`src/sv/rae_pkg.sv`:
```
// ----------------------------------------------------------------------------
// Register ALU execute package
// Beat types, decoded operations, back-end states and index helpers shared by
// the front end, the back end and the top level.
// ----------------------------------------------------------------------------
package rae_pkg;

  localparam int CMD_W          = 4;
  localparam int IDX_FIELD_W    = 3;
  localparam int IMM_W          = 31;
  localparam int DEST_W         = 32;
  localparam int IDX_W          = 5;
  localparam int QDEPTH         = 2;
  localparam int NUM_REGS_DEF   = 8;
  localparam int DATA_WIDTH_DEF = 32;

  localparam logic [CMD_W-1:0] CMD_MOV = 4'd0;
  localparam logic [CMD_W-1:0] CMD_ADD = 4'd1;
  localparam logic [CMD_W-1:0] CMD_SUB = 4'd2;
  localparam logic [CMD_W-1:0] CMD_DIV = 4'd3;
  localparam logic [CMD_W-1:0] CMD_MUL = 4'd4;
  localparam logic [CMD_W-1:0] CMD_AND = 4'd5;
  localparam logic [CMD_W-1:0] CMD_OR  = 4'd6;
  localparam logic [CMD_W-1:0] CMD_XOR = 4'd7;
  localparam logic [CMD_W-1:0] CMD_CMP = 4'd8;

  typedef enum logic [3:0] {
    OP_MOV,
    OP_ADD,
    OP_SUB,
    OP_DIV,
    OP_MUL,
    OP_AND,
    OP_OR,
    OP_XOR,
    OP_CMP,
    OP_NOP
  } op_t;

  typedef enum logic [2:0] {
    ST_IDLE,
    ST_LOAD,
    ST_ITER,
    ST_DONE
  } bst_t;

  typedef struct packed {
    logic [CMD_W-1:0]       cmd;
    logic [IDX_FIELD_W-1:0] dest_index;
    logic                   use_immediate;
    logic [IDX_FIELD_W-1:0] src_index;
    logic [IMM_W-1:0]       imm_value;
  } in_beat_t;

  typedef struct packed {
    logic signed [DEST_W-1:0] dest_value;
    logic                     greater_flag;
    logic                     equal_flag;
    logic                     div_zero_error;
  } out_beat_t;

  typedef struct packed {
    op_t              op;
    logic [IDX_W-1:0] dest_index;
    logic [IDX_W-1:0] src_index;
    logic             use_immediate;
    logic [IMM_W-1:0] imm_value;
  } q_beat_t;

  typedef struct packed {
    logic    valid;
    q_beat_t beat;
  } issue_t;

  function automatic logic [IDX_W-1:0] wrap_idx(input logic [IDX_FIELD_W-1:0] idx,
                                                input int n);
    logic [IDX_W-1:0] v;
    v = IDX_W'(idx);
    for (int k = 0; k < 8; k++) begin
      if (int'(v) >= n) begin
        v = v - IDX_W'(n);
      end
    end
    return v;
  endfunction

endpackage

```
`src/sv/register_alu_execute_core.sv`:
```
// ----------------------------------------------------------------------------
// Register ALU execute core
// Two-operand ALU over a small signed register file with compare flags.
// ----------------------------------------------------------------------------
// Each input beat executes one instruction and yields one result beat. Mov,
// add, sub, and, or, xor, cmp, unused commands and a divide by zero go
// through the back end as queue pop, register file read and write back; mul
// and a divide by a nonzero value also iterate over DATA_WIDTH bits in the
// one-bit-per-cycle shift-add multiplier and restoring divider before write
// back. A two-beat queue in front and an output register behind let input
// and output stall independently.
module register_alu_execute_core #(
  parameter int NUM_REGS   = rae_pkg::NUM_REGS_DEF,
  parameter int DATA_WIDTH = rae_pkg::DATA_WIDTH_DEF
) (
  input  logic               clk,
  input  logic               rst_n,
  input  logic               in_valid,
  output logic               in_stall,
  input  rae_pkg::in_beat_t  in_beat,
  output logic               out_valid,
  input  logic               out_stall,
  output rae_pkg::out_beat_t out_beat
);

  rae_pkg::issue_t issue;
  logic            issue_pop;

  rae_front #(
    .NUM_REGS(NUM_REGS)
  ) u_front (
    .clk       (clk),
    .rst_n     (rst_n),
    .in_valid  (in_valid),
    .in_stall  (in_stall),
    .in_beat   (in_beat),
    .issue     (issue),
    .issue_pop (issue_pop)
  );

  rae_back #(
    .NUM_REGS   (NUM_REGS),
    .DATA_WIDTH (DATA_WIDTH)
  ) u_back (
    .clk       (clk),
    .rst_n     (rst_n),
    .issue     (issue),
    .issue_pop (issue_pop),
    .out_valid (out_valid),
    .out_stall (out_stall),
    .out_beat  (out_beat)
  );

endmodule

```
`src/sv/rae_ram.sv`:
```
// ----------------------------------------------------------------------------
// Register ALU generic RAM
// One write port and two read ports, read data registered.
// ----------------------------------------------------------------------------
module rae_ram #(
  parameter int WIDTH = 32,
  parameter int DEPTH = 8
) (
  input  logic                     clk,
  input  logic                     we,
  input  logic [$clog2(DEPTH)-1:0] waddr,
  input  logic [WIDTH-1:0]         wdata,
  input  logic [$clog2(DEPTH)-1:0] raddr_a,
  output logic [WIDTH-1:0]         rdata_a,
  input  logic [$clog2(DEPTH)-1:0] raddr_b,
  output logic [WIDTH-1:0]         rdata_b
);

  logic [WIDTH-1:0] mem_r [DEPTH];

  always_ff @(posedge clk) begin
    if (we) begin
      mem_r[waddr] <= wdata;
    end
    rdata_a <= mem_r[raddr_a];
    rdata_b <= mem_r[raddr_b];
  end

endmodule

```
`src/sv/rae_front.sv`:
```
// ----------------------------------------------------------------------------
// Register ALU front end
// Accepts instruction beats, decodes the command, wraps register numbers and
// holds the decoded beats in a short queue for the back end.
// ----------------------------------------------------------------------------
module rae_front #(
  parameter int NUM_REGS = rae_pkg::NUM_REGS_DEF
) (
  input  logic              clk,
  input  logic              rst_n,
  input  logic              in_valid,
  output logic              in_stall,
  input  rae_pkg::in_beat_t in_beat,
  output rae_pkg::issue_t   issue,
  input  logic              issue_pop
);

  localparam int QAW = $clog2(rae_pkg::QDEPTH);
  localparam int QCW = $clog2(rae_pkg::QDEPTH + 1);

  rae_pkg::q_beat_t q_mem_r [rae_pkg::QDEPTH];
  logic [QAW-1:0]   wptr_r;
  logic [QAW-1:0]   rptr_r;
  logic [QCW-1:0]   cnt_r;
  rae_pkg::q_beat_t dec;
  logic             push;

  always_comb begin
    dec.dest_index    = rae_pkg::wrap_idx(in_beat.dest_index, NUM_REGS);
    dec.src_index     = rae_pkg::wrap_idx(in_beat.src_index, NUM_REGS);
    dec.use_immediate = in_beat.use_immediate;
    dec.imm_value     = in_beat.imm_value;
    unique case (in_beat.cmd)
      rae_pkg::CMD_MOV: dec.op = rae_pkg::OP_MOV;
      rae_pkg::CMD_ADD: dec.op = rae_pkg::OP_ADD;
      rae_pkg::CMD_SUB: dec.op = rae_pkg::OP_SUB;
      rae_pkg::CMD_DIV: dec.op = rae_pkg::OP_DIV;
      rae_pkg::CMD_MUL: dec.op = rae_pkg::OP_MUL;
      rae_pkg::CMD_AND: dec.op = rae_pkg::OP_AND;
      rae_pkg::CMD_OR:  dec.op = rae_pkg::OP_OR;
      rae_pkg::CMD_XOR: dec.op = rae_pkg::OP_XOR;
      rae_pkg::CMD_CMP: dec.op = rae_pkg::OP_CMP;
      default:          dec.op = rae_pkg::OP_NOP;
    endcase
  end

  assign in_stall    = (cnt_r == QCW'(rae_pkg::QDEPTH));
  assign push        = in_valid && !in_stall;
  assign issue.valid = (cnt_r != '0);
  assign issue.beat  = q_mem_r[rptr_r];

  always_ff @(posedge clk) begin
    if (push) begin
      q_mem_r[wptr_r] <= dec;
    end
  end

  always_ff @(posedge clk) begin
    if (!rst_n) begin
      wptr_r <= '0;
      rptr_r <= '0;
      cnt_r  <= '0;
    end else begin
      if (push) begin
        wptr_r <= wptr_r + QAW'(1);
      end
      if (issue_pop) begin
        rptr_r <= rptr_r + QAW'(1);
      end
      if (push && !issue_pop) begin
        cnt_r <= cnt_r + QCW'(1);
      end else if (!push && issue_pop) begin
        cnt_r <= cnt_r - QCW'(1);
      end
    end
  end

endmodule

```
`src/sv/rae_back.sv`:
```
// ----------------------------------------------------------------------------
// Register ALU back end
// Reads operands from the register file, runs the operation (shift-add
// multiply and restoring divide one bit per cycle), writes back and loads
// the output register.
// ----------------------------------------------------------------------------
module rae_back #(
  parameter int NUM_REGS   = rae_pkg::NUM_REGS_DEF,
  parameter int DATA_WIDTH = rae_pkg::DATA_WIDTH_DEF
) (
  input  logic               clk,
  input  logic               rst_n,
  input  rae_pkg::issue_t    issue,
  output logic               issue_pop,
  output logic               out_valid,
  input  logic               out_stall,
  output rae_pkg::out_beat_t out_beat
);

  localparam int W  = DATA_WIDTH;
  localparam int RW = $clog2(NUM_REGS);
  localparam int CW = $clog2(DATA_WIDTH + 1);
  localparam int OW = rae_pkg::DEST_W;

  rae_pkg::bst_t      state_r, state_nxt;
  rae_pkg::op_t       op_r, op_nxt;
  logic [RW-1:0]      dst_r, dst_nxt;
  logic               use_imm_r, use_imm_nxt;
  logic [W-1:0]       imm_r, imm_nxt;
  logic               a_vld_r, a_vld_nxt;
  logic               b_vld_r, b_vld_nxt;
  logic [W:0]         acc_r, acc_nxt;
  logic [W-1:0]       opa_r, opa_nxt;
  logic [W-1:0]       opb_r, opb_nxt;
  logic               neg_r, neg_nxt;
  logic [CW-1:0]      cnt_r, cnt_nxt;
  logic [W-1:0]       res_r, res_nxt;
  logic               err_r, err_nxt;
  logic               gt_r, gt_nxt;
  logic               eq_r, eq_nxt;
  logic [NUM_REGS-1:0] vld_r, vld_nxt;
  logic               out_valid_r;
  rae_pkg::out_beat_t out_beat_r;

  logic [W-1:0] rd_a, rd_b;
  logic [W-1:0] a_val, b_val, a_mag, b_mag, alu_res, fin_res;
  logic [W:0]   rem_sh;
  logic         rem_ge;
  logic         out_free, out_load, ram_we, need_iter;
  logic [RW-1:0] rd_dst, rd_src;

  assign rd_dst = issue.beat.dest_index[RW-1:0];
  assign rd_src = issue.beat.src_index[RW-1:0];

  rae_ram #(
    .WIDTH(W),
    .DEPTH(NUM_REGS)
  ) u_ram (
    .clk     (clk),
    .we      (ram_we),
    .waddr   (dst_r),
    .wdata   (fin_res),
    .raddr_a (rd_dst),
    .rdata_a (rd_a),
    .raddr_b (rd_src),
    .rdata_b (rd_b)
  );

  assign a_val     = a_vld_r ? rd_a : '0;
  assign b_val     = use_imm_r ? imm_r : (b_vld_r ? rd_b : '0);
  assign a_mag     = a_val[W-1] ? (W'(0) - a_val) : a_val;
  assign b_mag     = b_val[W-1] ? (W'(0) - b_val) : b_val;
  assign need_iter = (op_r == rae_pkg::OP_MUL) ||
                     ((op_r == rae_pkg::OP_DIV) && (b_val != '0));
  assign out_free  = !out_valid_r || !out_stall;
  assign rem_sh    = {acc_r[W-1:0], opa_r[W-1]};
  assign rem_ge    = (rem_sh >= {1'b0, opb_r});

  always_comb begin
    case (op_r)
      rae_pkg::OP_MOV: alu_res = b_val;
      rae_pkg::OP_ADD: alu_res = a_val + b_val;
      rae_pkg::OP_SUB: alu_res = a_val - b_val;
      rae_pkg::OP_AND: alu_res = a_val & b_val;
      rae_pkg::OP_OR:  alu_res = a_val | b_val;
      rae_pkg::OP_XOR: alu_res = a_val ^ b_val;
      default:         alu_res = a_val;
    endcase
  end

  always_comb begin
    case (op_r)
      rae_pkg::OP_DIV: fin_res = err_r ? res_r : (neg_r ? (W'(0) - opa_r) : opa_r);
      rae_pkg::OP_MUL: fin_res = acc_r[W-1:0];
      default:         fin_res = res_r;
    endcase
  end

  // next state
  always_comb begin
    state_nxt = state_r;
    unique case (state_r)
      rae_pkg::ST_IDLE: if (issue.valid) state_nxt = rae_pkg::ST_LOAD;
      rae_pkg::ST_LOAD: state_nxt = need_iter ? rae_pkg::ST_ITER : rae_pkg::ST_DONE;
      rae_pkg::ST_ITER: if (cnt_r == CW'(1)) state_nxt = rae_pkg::ST_DONE;
      rae_pkg::ST_DONE: if (out_free) state_nxt = rae_pkg::ST_IDLE;
      default:          state_nxt = rae_pkg::ST_IDLE;
    endcase
  end

  // state outputs
  always_comb begin
    issue_pop = 1'b0;
    out_load  = 1'b0;
    unique case (state_r)
      rae_pkg::ST_IDLE: issue_pop = issue.valid;
      rae_pkg::ST_DONE: out_load  = out_free;
      default: begin
        issue_pop = 1'b0;
        out_load  = 1'b0;
      end
    endcase
  end

  assign ram_we = out_load;

  always_comb begin
    op_nxt      = op_r;
    dst_nxt     = dst_r;
    use_imm_nxt = use_imm_r;
    imm_nxt     = imm_r;
    a_vld_nxt   = a_vld_r;
    b_vld_nxt   = b_vld_r;
    acc_nxt     = acc_r;
    opa_nxt     = opa_r;
    opb_nxt     = opb_r;
    neg_nxt     = neg_r;
    cnt_nxt     = cnt_r;
    res_nxt     = res_r;
    err_nxt     = err_r;
    gt_nxt      = gt_r;
    eq_nxt      = eq_r;
    vld_nxt     = vld_r;
    if (issue_pop) begin
      op_nxt      = issue.beat.op;
      dst_nxt     = rd_dst;
      use_imm_nxt = issue.beat.use_immediate;
      imm_nxt     = W'(issue.beat.imm_value);
      a_vld_nxt   = vld_r[rd_dst];
      b_vld_nxt   = vld_r[rd_src];
    end
    if (state_r == rae_pkg::ST_LOAD) begin
      res_nxt = alu_res;
      err_nxt = (op_r == rae_pkg::OP_DIV) && (b_val == '0);
      cnt_nxt = CW'(W);
      acc_nxt = '0;
      neg_nxt = a_val[W-1] ^ b_val[W-1];
      if (op_r == rae_pkg::OP_DIV) begin
        opa_nxt = a_mag;
        opb_nxt = b_mag;
      end else begin
        opa_nxt = a_val;
        opb_nxt = b_val;
      end
      if (op_r == rae_pkg::OP_CMP) begin
        gt_nxt = $signed(a_val) > $signed(b_val);
        eq_nxt = (a_val == b_val);
      end
    end
    if (state_r == rae_pkg::ST_ITER) begin
      cnt_nxt = cnt_r - CW'(1);
      if (op_r == rae_pkg::OP_DIV) begin
        acc_nxt = rem_ge ? (rem_sh - {1'b0, opb_r}) : rem_sh;
        opa_nxt = {opa_r[W-2:0], rem_ge};
      end else begin
        acc_nxt = opb_r[0] ? {1'b0, acc_r[W-1:0] + opa_r} : acc_r;
        opa_nxt = {opa_r[W-2:0], 1'b0};
        opb_nxt = {1'b0, opb_r[W-1:1]};
      end
    end
    if (ram_we) begin
      vld_nxt[dst_r] = 1'b1;
    end
  end

  always_ff @(posedge clk) begin
    op_r      <= op_nxt;
    dst_r     <= dst_nxt;
    use_imm_r <= use_imm_nxt;
    imm_r     <= imm_nxt;
    a_vld_r   <= a_vld_nxt;
    b_vld_r   <= b_vld_nxt;
    acc_r     <= acc_nxt;
    opa_r     <= opa_nxt;
    opb_r     <= opb_nxt;
    neg_r     <= neg_nxt;
    cnt_r     <= cnt_nxt;
    res_r     <= res_nxt;
    err_r     <= err_nxt;
    if (out_load) begin
      out_beat_r.dest_value     <= OW'($signed(fin_res));
      out_beat_r.greater_flag   <= gt_r;
      out_beat_r.equal_flag     <= eq_r;
      out_beat_r.div_zero_error <= err_r;
    end
  end

  always_ff @(posedge clk) begin
    if (!rst_n) begin
      state_r     <= rae_pkg::ST_IDLE;
      vld_r       <= '0;
      gt_r        <= 1'b0;
      eq_r        <= 1'b0;
      out_valid_r <= 1'b0;
    end else begin
      state_r <= state_nxt;
      vld_r   <= vld_nxt;
      gt_r    <= gt_nxt;
      eq_r    <= eq_nxt;
      if (out_load) begin
        out_valid_r <= 1'b1;
      end else if (!out_stall) begin
        out_valid_r <= 1'b0;
      end
    end
  end

  assign out_valid = out_valid_r;
  assign out_beat  = out_beat_r;

  a_iter_op: assert property (@(posedge clk) disable iff (!rst_n)
    state_r == rae_pkg::ST_ITER |-> (op_r == rae_pkg::OP_MUL || op_r == rae_pkg::OP_DIV))
    else $error("iteration running for an operation without one");

  a_pop_load: assert property (@(posedge clk) disable iff (!rst_n)
    issue_pop |=> state_r == rae_pkg::ST_LOAD)
    else $error("popped beat not loaded");

  a_iter_end: assert property (@(posedge clk) disable iff (!rst_n)
    (state_r == rae_pkg::ST_ITER && cnt_r == CW'(1)) |=> state_r == rae_pkg::ST_DONE)
    else $error("iteration overran its count");

  a_err_div: assert property (@(posedge clk) disable iff (!rst_n)
    (out_load && err_r) |-> (op_r == rae_pkg::OP_DIV && fin_res == res_r))
    else $error("error flag outside a zero-divisor divide");

  a_out_load: assert property (@(posedge clk) disable iff (!rst_n)
    out_load |=> out_valid_r)
    else $error("loaded beat not presented");

endmodule

```
`config.mk`:
```
export PLATFORM = sky130hd
export DESIGN_NAME = register_alu_execute_core
export DESIGN_NICKNAME = d
export VERILOG_FILES = /design/src/sv/rae_pkg.sv /design/src/sv/register_alu_execute_core.sv /design/src/sv/rae_ram.sv /design/src/sv/rae_front.sv /design/src/sv/rae_back.sv
export SDC_FILE = /design/constraint.sdc
export NUM_CORES = 1
export LEC_CHECK = 0
export BUFFER_PORTS_ARGS = -buffer_cell sky130_fd_sc_hd__buf_2
export CAP_MARGIN = 20
export CORE_MARGIN = 2
export CORE_UTILIZATION = 62
export DETAILED_ROUTE_END_ITERATION = 8
export PLACE_DENSITY = 0.76
export SLEW_MARGIN = 40
export SYNTH_ARGS = -nofsm -noshare
export SYNTH_HDL_FRONTEND = slang
export SYNTH_SLANG_ARGS = --single-unit
```
`constraint.sdc`:
```
create_clock -name clk -period 21.7 [get_ports clk]
set_input_delay 4.34 -clock clk [delete_from_list [all_inputs] [get_ports clk]]
set_output_delay 4.34 -clock clk [all_outputs]
set_load 0.02 [all_outputs]
```
==> summary.md <==
| Metric | Value |
|---|---|
| Post-synth EDFFs | `520` |
| Largest net degree at the start of global routing | `112` |
| Tot GR Track Use | `0.3894` |
| Layout cells sized above 1 | `0.1361` |
| Clock sink count | `634` |
| Syn nets | `3672` |
| Crit path DAT | `6.69 ns` |
| Syn Std Cell Area | `36190 um^2` |
| Async S/R FF share, synth | `0` |
| Synth Flop Type | `edfxtp_1` |
| Total power | `7.220 mW` |
| GP Congestion | `1.002` |
| Hold Path Class | `reg -> reg` |
| Place WS | `14.72 ns` |
| FF/Latch Area | `17900 um^2` |
| Final Hold Fails | `0` |
| Clock Latency Late Sink | `0.64 ns` |
| Mux cell area share after synthesis | `0.07489` |
| Post CTS Setup Buffer Count | `0` |
| Status | `finished clean` |
| Post-DR wirelength/cell | `27.04 um` |
| Router iterations before antenna repair | `9` |
| DR iter-0 viols | `4355` |
| P&R area growth vs syn | `10.44%` |
| Finish-stage setup viols | `0` |
| XOR/XNOR Fraction of Synth Area | `0.04622` |
| Tcrit/Tclk final | `0.2964` |
| Fillers | `4187` |
| Num CTS Buffers | `67` |
| Worst setup SP type | `input port` |
| Area of the multi-input gates | `17320 um^2` |
| Die Span Y | `245.6 um` |
| Critical Path Fanout Max | `30` |
| Core box area | `57700 um^2` |
| Reg2reg end | `u_back.res_r[28]` |
| Setup TNS | `0 ns` |
| Via density per instance | `6.870` |
| GR Overflow Total | `0` |
| CP Class | `in -> reg` |
| # DRC | `0` |
| DP Wirelength | `83360 um` |
| Reg2Reg Depth | `17` |
| Worst setup path endpoint | `u_back.u_ram.mem_r[3][1]` |
| Die width | `245.6 um` |
| Reg-to-reg slack, setup | `16.10 ns` |
| Post-synthesis compound-gate area fraction | `0.1595` |
| Cts-stage hold buffer count | `0` |
| Fin area | `39970 um^2` |
| Vias | `30043` |
| IO Count | `83` |
| Reg2reg start | `u_back.use_imm_r` |
| Minimum clock period | `6.432 ns` |
| Final #Nets | `3715` |
| CTS clk-pin slew, worst paths | `0.06 ns` |
| Critical path origin | `out_stall` |
| Starting Density | `0.6273` |
| Vias in the first global route | `28622` |
| Post-Route WL | `118300 um` |
| Rows | `88` |
| Post-synthesis adder-cell area fraction | `0.04225` |
| Root buffer cell | `clkbuf_16` |
| Synth unique cells | `95` |
| Simple-Gate Fraction of Synth Area | `0.1483` |
| Pwr Density | `180.6 nW/um^2` |
| Final Max Slew Viols | `0` |
| Leakage power | `14.95 nW` |
| Relative slew margins | `0.4012` |
| Peak Freq | `0.1555 GHz` |
| Buffer depth of the longest clock path | `3` |
| Final ANT Viol Nets | `0` |
| RSZ-0062 raised after global routing | `false` |
| Max cap viols | `0` |
| Slew @ Worst Pin | `0.8913 ns` |
| Most frequent cells in the layout | `520 x nand2_1, 520 x edfxtp_1, 236 x a21oi_1` |
| Antenna violations before repair | `3` |
| Main combinational cell family by area after synthesis | `compound AO/OA/AOI/OAI gates` |
| Max IR drop VDD | `0.2072 mV` |
| Final WS setup | `15.27 ns` |
| Element type at the critical path end | `flip-flop` |
| Placed Area | `37820 um^2` |
| Port bufs | `82` |
| Register area share after synthesis | `0.4945` |
| Worst EP required | `21.96 ns` |
| CTS tree | `yes` |
| YS warnings | `0` |
| Yosys reg bits | `634` |
| Post-cts sizing count | `0` |
| Clock Skews | `0.03197 ns` |
| Avg Cell Area, Syn | `10.30 um^2` |
| Synth Instances | `3512` |
| First-pass GRT wire length | `176000 um` |
| CTS HTree Levels | `3` |
| Die area | `60320 um^2` |
## per-layer routing
metal	vias to the layer above	GRT usage	share of wire
li1	13184	-	-
met1	14544	0.5395	0.39
met2	2003	0.6143	0.46
met3	312	0.06188	0.11
met4	0	0.1620	0.044
met5	-	0	0
## cell families after synthesis
group | after synthesis
muxes | 179
adders and majority gates | 122
AOI/OAI and AO/OA | 904
xor gates and xnor gates | 191
buffers and inverters | 320
and+or+nand+nor | 1162
DFF | 634
## where the power goes
part / switching [mW] / internal (mW)
clock network: 0.500 / 0.627
logic: 2.65 / 1.39
registers: 0.250 / 1.80
## worst min path at each step
stage / end / slack, ns / depth (start not counted) / startpoint
2_1_floorplan: u_back.out_beat[1] / 0.41 / 0 / u_back.eq_r
3_3_place_gp: u_back.opb_r[12] / 0.46 / 2 / u_back.opb_r[13]
3_5_place_dp: u_back.opb_r[13] / 0.46 / 2 / u_back.opb_r[14]
4_1_cts: u_back.opb_r[12] / 0.47 / 2 / u_back.opb_r[13]
5_1_grt: u_back.out_beat[2] / 0.50 / 0 / u_back.gt_r
6_report: u_back.opb_r[17] / 0.48 / 2 / u_back.opb_r[18]
## cell usage after synthesis (all sizes together), types with 14 or more instances
cell / count / area share
nand2: 524 / 0.055
edfxtp: 520 / 0.43
o21ai: 257 / 0.036
a21oi: 237 / 0.033
nand3: 217 / 0.030
nor2: 168 / 0.017
clkbuf: 150 / 0.016
inv: 127 / 0.013
xnor2: 124 / 0.030
dfxtp: 114 / 0.063
ha: 111 / 0.038
mux2: 74 / 0.023
xor2: 67 / 0.016
mux4: 66 / 0.041
a22oi: 58 / 0.013
nor3: 55 / 0.0077
a21o: 45 / 0.0093
buf: 40 / 0.0053
mux2i: 39 / 0.011
and2: 35 / 0.0061
a31oi: 33 / 0.0061
nor2b: 32 / 0.0055
a221oi: 27 / 0.0067
o22ai: 24 / 0.0041
o21a: 23 / 0.0048
o211ai: 22 / 0.0046
o31ai: 22 / 0.0047
a211oi: 20 / 0.0041
nand3b: 19 / 0.0041
nand2b: 18 / 0.0031
o21bai: 16 / 0.0033
and3: 15 / 0.0026
nand4: 15 / 0.0026
or3: 15 / 0.0029
nor4: 14 / 0.0028
## through the flow
stage | hold slack (ns) | utilization | std cells
floorplan | 0.4081 | - | 3512
global placement | 0.4579 | 0.6507 | 4240
global route | 0.5010 | 0.6927 | 4372
finish | 0.4812 | 0.6927 | 4373
detailed placement | 0.4606 | 0.6555 | 4250
CTS | 0.4714 | 0.6926 | 4371
## critical path, stage by stage
cell	delay [ns]
buf_2	0.13
a21boi_4	0.38
buf_4	0.53
nand2_1	0.37
nor2_4	0.41
buf_4	0.46
## area by class of cell
class                           instances  area share
Clock inverter                         33    0.006793
Tap cell                              765     0.02395
Antenna cell                            1  0.00006261
Clock buffer                           88     0.04674
Sequential cell                       634      0.4478
Timing Repair Buffer                  164     0.02899
Inverter                              130     0.01230
Multi-Input combinational cell       2558      0.4334
## state kept, by name (all words and copies together), names as in the netlist, 2 cells and up, named ones only
signal,flops
u_back.u_ram.rdata_b,32
u_back.dst_r,3
u_front.cnt_r,2
u_back.u_ram.rdata_a,32
u_back.out_beat,35
u_back.vld_r,8
u_back.state_r,2
u_back.acc_r,32
u_back.res_r,32
u_back.op_r,4
u_back.imm_r,31
u_back.cnt_r,6
u_front.q_mem_r,84
u_back.u_ram.mem_r,256
u_back.opa_r,32
u_back.opb_r,32
Power figures use the tool's default switching activity.
